## src/design/tlb_pkg.sv

```systemverilog
// ----------------------------------------------------------------------------
// tlb_pkg
// shared types and codes of the translate unit
// ----------------------------------------------------------------------------
package tlb_pkg;

  typedef enum logic [1:0] {
    MODE_TRANSLATE = 2'd0,
    MODE_FILL      = 2'd1,
    MODE_REMAP     = 2'd2,
    MODE_FLUSH     = 2'd3
  } mode_t;

  typedef enum logic [1:0] {
    CFG_ENTRIES = 2'd0,
    CFG_POLICY  = 2'd1,
    CFG_PAGE    = 2'd2,
    CFG_FANOUT  = 2'd3
  } cfg_idx_t;

  typedef enum logic [2:0] {
    ST_IDLE,
    ST_DIV1,
    ST_DIV2,
    ST_SCAN,
    ST_LRU,
    ST_MUL,
    ST_OUT
  } state_t;

  localparam int unsigned PAGE_W  = 32;
  localparam int unsigned FRAME_W = 20;
  localparam int unsigned STAMP_W = 32;

  // one entry as it moves along the row
  typedef struct packed {
    logic [PAGE_W-1:0]  page;
    logic [FRAME_W-1:0] frame;
    logic [STAMP_W-1:0] stamp;
  } entry_t;

  // control broadcast to every cell
  typedef struct packed {
    logic               rotate;
    logic               lookup;
    logic               remap;
    logic               drop;
    logic [PAGE_W-1:0]  key_page;
    logic [FRAME_W-1:0] key_frame;
    logic [STAMP_W-1:0] stamp;
  } cell_ctl_t;

endpackage

```

## src/design/tlb_cell.sv

```systemverilog
// ----------------------------------------------------------------------------
// tlb_cell
// one entry of the rotating row: holds an entry, matches it, passes it on
// ----------------------------------------------------------------------------
module tlb_cell
  import tlb_pkg::*;
(
  input  logic      clk,
  input  cell_ctl_t ctl,
  input  logic      active,
  input  entry_t    prev_entry,
  input  logic      load,
  input  entry_t    load_entry,
  output entry_t    entry,
  output logic      hit
);

  entry_t entry_r;
  entry_t entry_nxt;

  assign entry = entry_r;
  assign hit   = active && ctl.lookup && (entry_r.page == ctl.key_page);

  always_comb begin
    entry_nxt = entry_r;
    if (ctl.lookup && active && entry_r.page == ctl.key_page) begin
      entry_nxt.stamp = ctl.stamp;
    end
    if (ctl.remap && active && entry_r.frame == ctl.key_frame) begin
      entry_nxt.page  = ctl.key_page;
      entry_nxt.stamp = ctl.stamp;
    end
    if (ctl.rotate) begin
      entry_nxt = prev_entry;
    end
    if (load) begin
      entry_nxt = load_entry;
    end
  end

  always_ff @(posedge clk) begin
    entry_r <= entry_nxt;
  end

endmodule

```

## config.mk

```make
export PLATFORM = sky130hd
export DESIGN_NAME = tlb_cell
export DESIGN_NICKNAME = d
export VERILOG_FILES = /design/src/design/tlb_pkg.sv /design/src/design/tlb_cell.sv
export SDC_FILE = /design/constraint.sdc
export NUM_CORES = 1
export LEC_CHECK = 0
export BUFFER_PORTS_ARGS = -buffer_cell sky130_fd_sc_hd__buf_2
export CORE_AREA = 2 2 133 135
export DETAILED_ROUTE_END_ITERATION = 10
export DIE_AREA = 0 0 135 137
export PLACE_DENSITY = 0.64
export RECOVER_POWER = 25
export SLEW_MARGIN = 20
export SYNTH_ARGS = -nofsm -noshare
export SYNTH_HDL_FRONTEND = slang
export SYNTH_SLANG_ARGS = --single-unit
```

## constraint.sdc

```tcl
create_clock -name clk -period 2.3 [get_ports clk]
set_input_delay 0.345 -clock clk [delete_from_list [all_inputs] [get_ports clk]]
set_output_delay 0.345 -clock clk [all_outputs]
set_load 0.01 [all_outputs]
```

==> metrics <==
Yosys cell types=17; Clock Latency Late Sink=0.34 ns; post-synthesis net count=655; Final GP Congestion=0.799; power per cell area=639 mW/mm^2; Post-DRT Antenna Nets=0; setup TNS=0 ns; Post-Synth XOR/XNOR Area=9.89%; Synth Cell Area=0.00461 mm^2; Nets=992; CP required=2.33 ns; Fill cells=1715; crit path max fanout=32; worst hold start=load_entry[8]; VDD IR-drop max=0.335 mV; crit path kind=reg -> reg; Slew Limit Fails=0; main combinational cell family by area after synthesis=multiplexers; row cnt=48; Synth Area in Adders=0%; layout cells sized above 1=47.3%; via/cell ratio=4.46; Mapped Cells=396; routed wire length=15800 um; Hold Vio Cnt, Final=0; fin crit period=2.21 ns; area growth from synthesis to layout=49.9%; IO Pins=344; CTS buffer count=9; simple-gate share of the synthesized area=8.39%; synth warn=0; pin count of the biggest net entering global routing=86; syn avg cell area=11.6 um^2; Hold WS=0.279 ns; Cell Area, Placed=0.00661 mm^2; initial drt markers=147; clk slew on worst S/H paths=0.07 ns; worst clock skew=0.00661 ns; IO Port Bufs=342; normalized max-slew margin=3.48%; RSZ-0062 raised after global routing=yes; HP Class=in -> reg; max FFs per register=84; hpwl dp=12400 um; crit start category=register; Final setup viols=0; final instance area=0.00690 mm^2; clk root buf=clkbuf_16; Final Cycle Share=96.3%; DR WL/cell=16.5 um; core area=0.0171 mm^2; element type at the critical path end=register; Worst R2R Start=entry[51]$_DFFE_PP_; multiplexer share of the synthesized area=13.9%; drt first pass iters=4; antenna violations before repair=0; CTS tree=done; fmax=0.452 GHz; final core occ=40.5%; Synth Area in Compound Gates=10.8%; Clock Sinks=84; DRC Markers=0; chip width=135 um; register area share after synthesis=54.8%; hold buffers post-CTS=0; Total GRT Usage=16.1%; die span in y=137 um; Lkg Pwr=3.27 nW; Antenna Cells=0; total power=0.00441 W; register bit total from synthesis=84; first-pass GRT wire length=21900 um; Max Cap Viol=0; Initial Utilization=27.0%; Die ar.=0.0185 mm^2; CTS H-tree depth=3; Post-CTS Setup Inserts=0; Slew @ Worst Pin=1.45 ns; via count=4293; crit path from=entry[51]$_DFFE_PP_; CTS Buffer Depth=2; vias in the first global route=4055; global route overflow=0; status=completed; data arrival time of the worst path=2.25 ns
-- routing by layer --
metal | track usage (%) | routed length [um]
met1 | 18.8 | 6490
met2 | 28.8 | 7860
met3 | 3.81 | 1200
met4 | 5.90 | 299
met5 | 0 | 0
-- through the flow --
stage / cells / setup slack (ns)
floorplan: 396 / 0.0217
global placement: 947 / -0.0923
detailed placement: 947 / -0.0751
CTS: 963 / -0.0478
global route: 963 / -0.0411
finish: 963 / 0.0855
-- cell type report --
class	instances	area (um^2)	share of cell area (%)
Sequential cell	84	2520	36.5
Clock inverter	6	65.1	0.943
Tap cell	225	282	4.08
Timing Repair Buffer	351	1780	25.8
Multi-Input combinational cell	287	2020	29.3
Clock buffer	10	229	3.32
-- worst max-delay path, stage by stage (launching register included) --
cell	delay, ns
edfxtp_1	0.43
xor2_1	0.17
nor4_1	0.32
nand4_1	0.19
nor4_4	0.36
or3_2	0.21
buf_12	0.20
-- cells in the mapped netlist (all sizes together) --
library cell,count,area share [%]
a22o,20,3.8
buf,10,1.1
clkbuf,15,1.2
edfxtp,84,55
mux2i,64,14
nand2,65,5.3
nand3,1,0.11
nand4,6,0.82
nor2b,1,0.14
nor4,11,1.6
o21ai,64,7.0
or2,2,0.27
or3,1,0.14
xnor2,16,3.0
xor2,36,6.8
-- timing repair --
action | CTS | global route
gates resized for setup | 2 | 4
pin swaps | 0 | 5
setup endpoints to repair | 63 | 63
-- cells by family after synthesis --
kind of cell              after synthesis
xor gates and xnor gates               52
DFF                                    84
and+or+nand+nor                        87
muxes                                  64
AOI/OAI and AO/OA                      84
buffers and inverters                  25
-- cell usage in the layout, fill, tap and decap left out, types with 9 or more instances in the layout --
cell       instances
mux2i_1           64
edfxtp_1          84
clkbuf_16          9
nand2_1           65
buf_2            318
xor2_1            36
o21ai_0           64
clkbuf_1          25
a22o_1            20
xnor2_1           16
-- path summary, 6_finish.rpt --
path                         end  depth (start not counted)  slack (ns)
max reg2reg  entry[28]$_DFFE_PP_                          6        0.09
min           entry[8]$_DFFE_PP_                          3        0.28
max          entry[28]$_DFFE_PP_                          6        0.09
min reg2reg  entry[83]$_DFFE_PP_                          5        1.25
-- where the power goes --
group | total, W | internal (W) | switching, W | leakage, nW
registers | 0.00199 | 0.00190 | 0.0000894 | 0.868
logic | 0.000953 | 0.000452 | 0.000501 | 2.26
clock network | 0.00147 | 0.000843 | 0.000626 | 0.142
Note: power is estimated with default switching activity, not from simulation.
