`src/design/tlb_pkg.sv`:
```
// ----------------------------------------------------------------------------
// tlb_pkg
// shared types and codes of the translate unit
// ----------------------------------------------------------------------------
package tlb_pkg;

  typedef enum logic [1:0] {
    MODE_TRANSLATE = 2'd0,
    MODE_FILL      = 2'd1,
    MODE_REMAP     = 2'd2,
    MODE_FLUSH     = 2'd3
  } mode_t;

  typedef enum logic [1:0] {
    CFG_ENTRIES = 2'd0,
    CFG_POLICY  = 2'd1,
    CFG_PAGE    = 2'd2,
    CFG_FANOUT  = 2'd3
  } cfg_idx_t;

  typedef enum logic [2:0] {
    ST_IDLE,
    ST_DIV1,
    ST_DIV2,
    ST_SCAN,
    ST_LRU,
    ST_MUL,
    ST_OUT
  } state_t;

  localparam int unsigned PAGE_W  = 32;
  localparam int unsigned FRAME_W = 20;
  localparam int unsigned STAMP_W = 32;

  // one entry as it moves along the row
  typedef struct packed {
    logic [PAGE_W-1:0]  page;
    logic [FRAME_W-1:0] frame;
    logic [STAMP_W-1:0] stamp;
  } entry_t;

  // control broadcast to every cell
  typedef struct packed {
    logic               rotate;
    logic               lookup;
    logic               remap;
    logic               drop;
    logic [PAGE_W-1:0]  key_page;
    logic [FRAME_W-1:0] key_frame;
    logic [STAMP_W-1:0] stamp;
  } cell_ctl_t;

endpackage

```
`src/design/tlb_divider.sv`:
```
// ----------------------------------------------------------------------------
// tlb_divider
// restoring divider, one quotient bit per cycle
// ----------------------------------------------------------------------------
module tlb_divider
  import tlb_pkg::*;
(
  input  logic              clk,
  input  logic              rst_n,
  input  logic              start,
  input  logic [31:0]       dividend,
  input  logic [16:0]       divisor,
  output logic              busy,
  output logic [31:0]       quotient,
  output logic [16:0]       remainder
);

  logic [31:0] quo_r, quo_nxt;
  logic [17:0] rem_r, rem_nxt;
  logic [16:0] div_r, div_nxt;
  logic [5:0]  cnt_r, cnt_nxt;
  logic [17:0] trial;

  assign busy      = (cnt_r != 6'd0);
  assign quotient  = quo_r;
  assign remainder = rem_r[16:0];
  assign trial     = {rem_r[16:0], quo_r[31]};

  always_comb begin
    quo_nxt = quo_r;
    rem_nxt = rem_r;
    div_nxt = div_r;
    cnt_nxt = cnt_r;
    if (start) begin
      quo_nxt = dividend;
      rem_nxt = 18'd0;
      div_nxt = (divisor == 17'd0) ? 17'd1 : divisor;
      cnt_nxt = 6'd32;
    end else if (busy) begin
      cnt_nxt = cnt_r - 6'd1;
      if (trial >= {1'b0, div_r}) begin
        rem_nxt = trial - {1'b0, div_r};
        quo_nxt = {quo_r[30:0], 1'b1};
      end else begin
        rem_nxt = trial;
        quo_nxt = {quo_r[30:0], 1'b0};
      end
    end
  end

  always_ff @(posedge clk) begin
    if (!rst_n) begin
      cnt_r <= 6'd0;
    end else begin
      cnt_r <= cnt_nxt;
    end
    quo_r <= quo_nxt;
    rem_r <= rem_nxt;
    div_r <= div_nxt;
  end

endmodule
```
`config.mk`:
```
export PLATFORM = sky130hd
export DESIGN_NAME = tlb_divider
export DESIGN_NICKNAME = d
export VERILOG_FILES = /design/src/design/tlb_pkg.sv /design/src/design/tlb_divider.sv
export SDC_FILE = /design/constraint.sdc
export NUM_CORES = 1
export LEC_CHECK = 0
export ABC_AREA = 1
export BUFFER_PORTS_ARGS = -buffer_cell sky130_fd_sc_hd__clkbuf_2
export CAP_MARGIN = 15
export CORE_MARGIN = 8
export CORE_UTILIZATION = 49
export CTS_CLUSTER_SIZE = 10
export DETAILED_ROUTE_END_ITERATION = 10
export GPL_ROUTABILITY_DRIVEN = 1
export PLACE_DENSITY = 0.77
export SYNTH_ARGS = -nofsm -noshare
export SYNTH_HDL_FRONTEND = slang
export SYNTH_SLANG_ARGS = --single-unit
```
`constraint.sdc`:
```
create_clock -name clk -period 2 [get_ports clk]
set_input_delay 0.1 -clock clk [delete_from_list [all_inputs] [get_ports clk]]
set_output_delay 0.1 -clock clk [all_outputs]
set_load 0.02 [all_outputs]
```
==> run summary <==
outcome - finished, final reports clean
crit-path cells - inv_2 > ha_4 > inv_4 > fa_2 > nand2_2 > nand2_2 > nand2_1 > nand2_1 > nand2_2 > nand3_1 > nand2_1 > nand2_1 > nand3_1 > nand2_1
CP delay by family, top - simple AND/OR/NAND/NOR gates
endpoints failing hold - 0
RR Startpoint - quotient[31]
synth top area cells - edfxtp_1 (35%), nand2_1 (21%), dfxtp_1 (11%), inv_1 (6.9%), ha_1 (5.3%)
Detail Route Antenna Nets - 0
routability cong. - 0.925
Initial DRC Count - 229
CP Data Arrival Time - 2.18 ns
Ant. Diodes - 0
R2R cell count - 14
antenna violations before repair - 0
Syn. warnings - 0
Yosys top cell by area - edfxtp_1
CP max stage delay - 0.41 ns
period utilization - 96.2%
Leak Pwr - 2.90 nW
chip width - 109 um
vias per cell - 5.08
min-delay worst type - in2reg
gr usage total - 20.1%
final WL - 12000 um
R2R Setup Slk - 0.08 ns
Seq/Total Area, Yosys - 45.8%
DR DRC count - 0
nets@finish - 768
Worst path slowest cell - fa_2
hold path depth - 3
Max Fclk - 520 MHz
max cap viols - 0
WS Path Type - reg2reg
Sum Neg Setup Slack - 0 ns
Sink Count - 72
Power Total - 5.65 mW
Yosys cell types - 29
clk root buf - clkbuf_8
share of cells above drive strength 1 - 28.8%
Overflow after GRT - 0
WL/cell - 14.9 um
vias in the first global route - 4125
Synth top area share - 34.9%
DR pass1 iterations - 5
Pins Over Slew Limit - 0
Rel. slew slack - 63.0%
Post-Syn Instances - 564
Critical Path End Type - flip-flop
FF+latch count, synth - 72
Initial Util - 49.4%
critical path required time - 2.25 ns
buffers added on ports - 101
final setup vio count - 0
CTS Buf Count - 9
Clock Tree Buf Depth - 2
first-pass GRT wire length - 18900 um
Worst Setup SP - quotient[31]
pin slew with the least headroom to its limit - 0.555 ns
PD cells - 1010 mW/mm^2
die area - 0.0118 mm^2
startpoint type of the worst setup path - flip-flop
total number of vias - 4113
I/O pin cnt - 102
latest clock arrival within the worst-skew pair - 0.35 ns
synthesized area - 0.00422 mm^2
min Tclk post-route - 1.92 ns
H-tree depth - 3
Worst-path clk slew - 0.08 ns
Final Skew - 0.00903 ns
Hold Startpoint - dividend[16]
DIE HEIGHT - 109 um
core area - 0.00855 mm^2
crit-path max FO - 3
Worst path depth - 14
syn_area_per_cell - 7.49 um^2
dpl hpwl - 8640 um
row count - 34
worst vdd ir - 0.605 mV
largest net degree at the start of global routing - 51
CTS tree - yes
syn nets - 635
WP buf/inv - 2
Layout Area Growth over Synthesis - 32.8%
RSZ-0062 raised after global routing - yes
most used cell, CP - nand2_1
[kinds of logic after synthesis]
| logic type | share of synthesized area [%] |
|---|---|
| simple gates | 32.0 |
| fa+ha+maj | 5.81 |
| xor+xnor | 1.66 |
| flops | 45.8 |
| compound gates | 3.67 |
| buf+inv | 11.1 |
[layout make-up]
cell class | count | area [um^2]
Timing Repair Buffer | 152 | 978
Sequential cell | 72 | 1930
Tap cell | 108 | 135
Clock buffer | 11 | 131
Multi-Input combinational cell | 380 | 2030
Clock inverter | 5 | 81.3
Inverter | 82 | 314
Fill cell | 698 | 2940
[sequential cells by signal, summed over array words and instances (netlist names)]
register  flops
cnt_r         6
quotient     32
rem_r        17
div_r        17
[repair_timing]
item                       in CTS  in global routing
setup endpoints to repair      11                 18
pin swaps                       0                 14
resized for setup               1                 49
hold buffers                   17                  0
hold endpoints to repair       17                  0
buffers inserted                0                  9
[cell usage after synthesis (all sizes together)]
cell type,number
nand2,234
inv,81
edfxtp,49
nand3,45
nor2,25
clkbuf,23
dfxtp,23
ha,18
a21oi,13
o21ai,11
xnor2,8
buf,7
nand3b,7
nor4,4
nand4,3
nor3,3
o21bai,3
a31oi,2
or2,2
and2,1
clkinv,1
fa,1
[power breakdown]
part / switching, mW / internal, mW / total, mW
combinational: 1.36 / 0.886 / 2.24
clock: 0.576 / 0.704 / 1.28
sequential: 0.202 / 1.93 / 2.13
total: 2.13 / 3.52 / 5.65
[worst register-to-register path: stages (launching register included)]
cell      delay, ns
edfxtp_1       0.40
inv_2          0.09
ha_4           0.13
inv_4          0.04
fa_2           0.41
nand2_2        0.09
nand2_2        0.07
nand2_1        0.06
nand2_1        0.10
nand2_2        0.11
nand3_1        0.08
nand2_1        0.08
nand2_1        0.05
nand3_1        0.06
nand2_1        0.05
[metal layers]
layer  routed length, um  part of all wire, %  vias up  GRT usage (%)
met3                1000                  8.3       21           6.50
met5                   0                    0        -              0
met1                5020                   42     1886           23.5
li1                    -                    -     2025              -
met2                5760                   48      181           33.2
met4                 242                  2.0        0           8.70
[metrics by stage]
step	utilization (%)	cell area (um^2)	setup WS [ns]	hold slack (ns)	cells
after floorplan	-	4250	-0.0798	0.212	564
after global placement	57.7	4930	-0.00869	0.294	768
after detailed placement	57.7	4930	-0.0182	0.298	768
after CTS	62.2	5320	0.0206	0.00457	801
after global routing	65.6	5610	-0.0299	0.00728	810
final	65.6	5610	0.0759	0.0137	810
[placed cells by master, fill, tap and decap left out, types with 2 or more instances in the layout]
| cell type | synthesis | layout |
|---|---|---|
| nor3_1 | 3 | 3 |
| nor2_2 | 3 | 5 |
| dfxtp_2 | 0 | 2 |
| o21bai_1 | 3 | 3 |
| xnor2_1 | 8 | 8 |
| a21oi_1 | 13 | 12 |
| nand2_1 | 231 | 219 |
| clkbuf_8 | 0 | 9 |
| inv_1 | 78 | 69 |
| dlygate4sd3_1 | 0 | 17 |
| nor4_1 | 4 | 4 |
| nand3_2 | 2 | 3 |
| ha_4 | 0 | 12 |
| o21ai_0 | 10 | 9 |
| ha_1 | 18 | 6 |
| inv_2 | 3 | 10 |
| nand3b_1 | 7 | 7 |
| a31oi_1 | 2 | 2 |
| clkbuf_1 | 23 | 2 |
| buf_4 | 0 | 27 |
| buf_6 | 6 | 4 |
| buf_12 | 0 | 2 |
| edfxtp_1 | 49 | 49 |
| o21ai_1 | 1 | 2 |
| clkbuf_2 | 0 | 101 |
| bufinv_16 | 0 | 2 |
| nor2_1 | 22 | 19 |
| nand4_1 | 3 | 3 |
| clkinvlp_4 | 0 | 2 |
| dfxtp_1 | 23 | 21 |
| nand2_2 | 3 | 14 |
| nand3_1 | 43 | 42 |
[worst paths after layout]
kind | end
max | rem_r[14]
min | quotient[16]
max reg2reg | rem_r[14]
min reg2reg | cnt_r[3]
(Power assumes the default switching activity.)
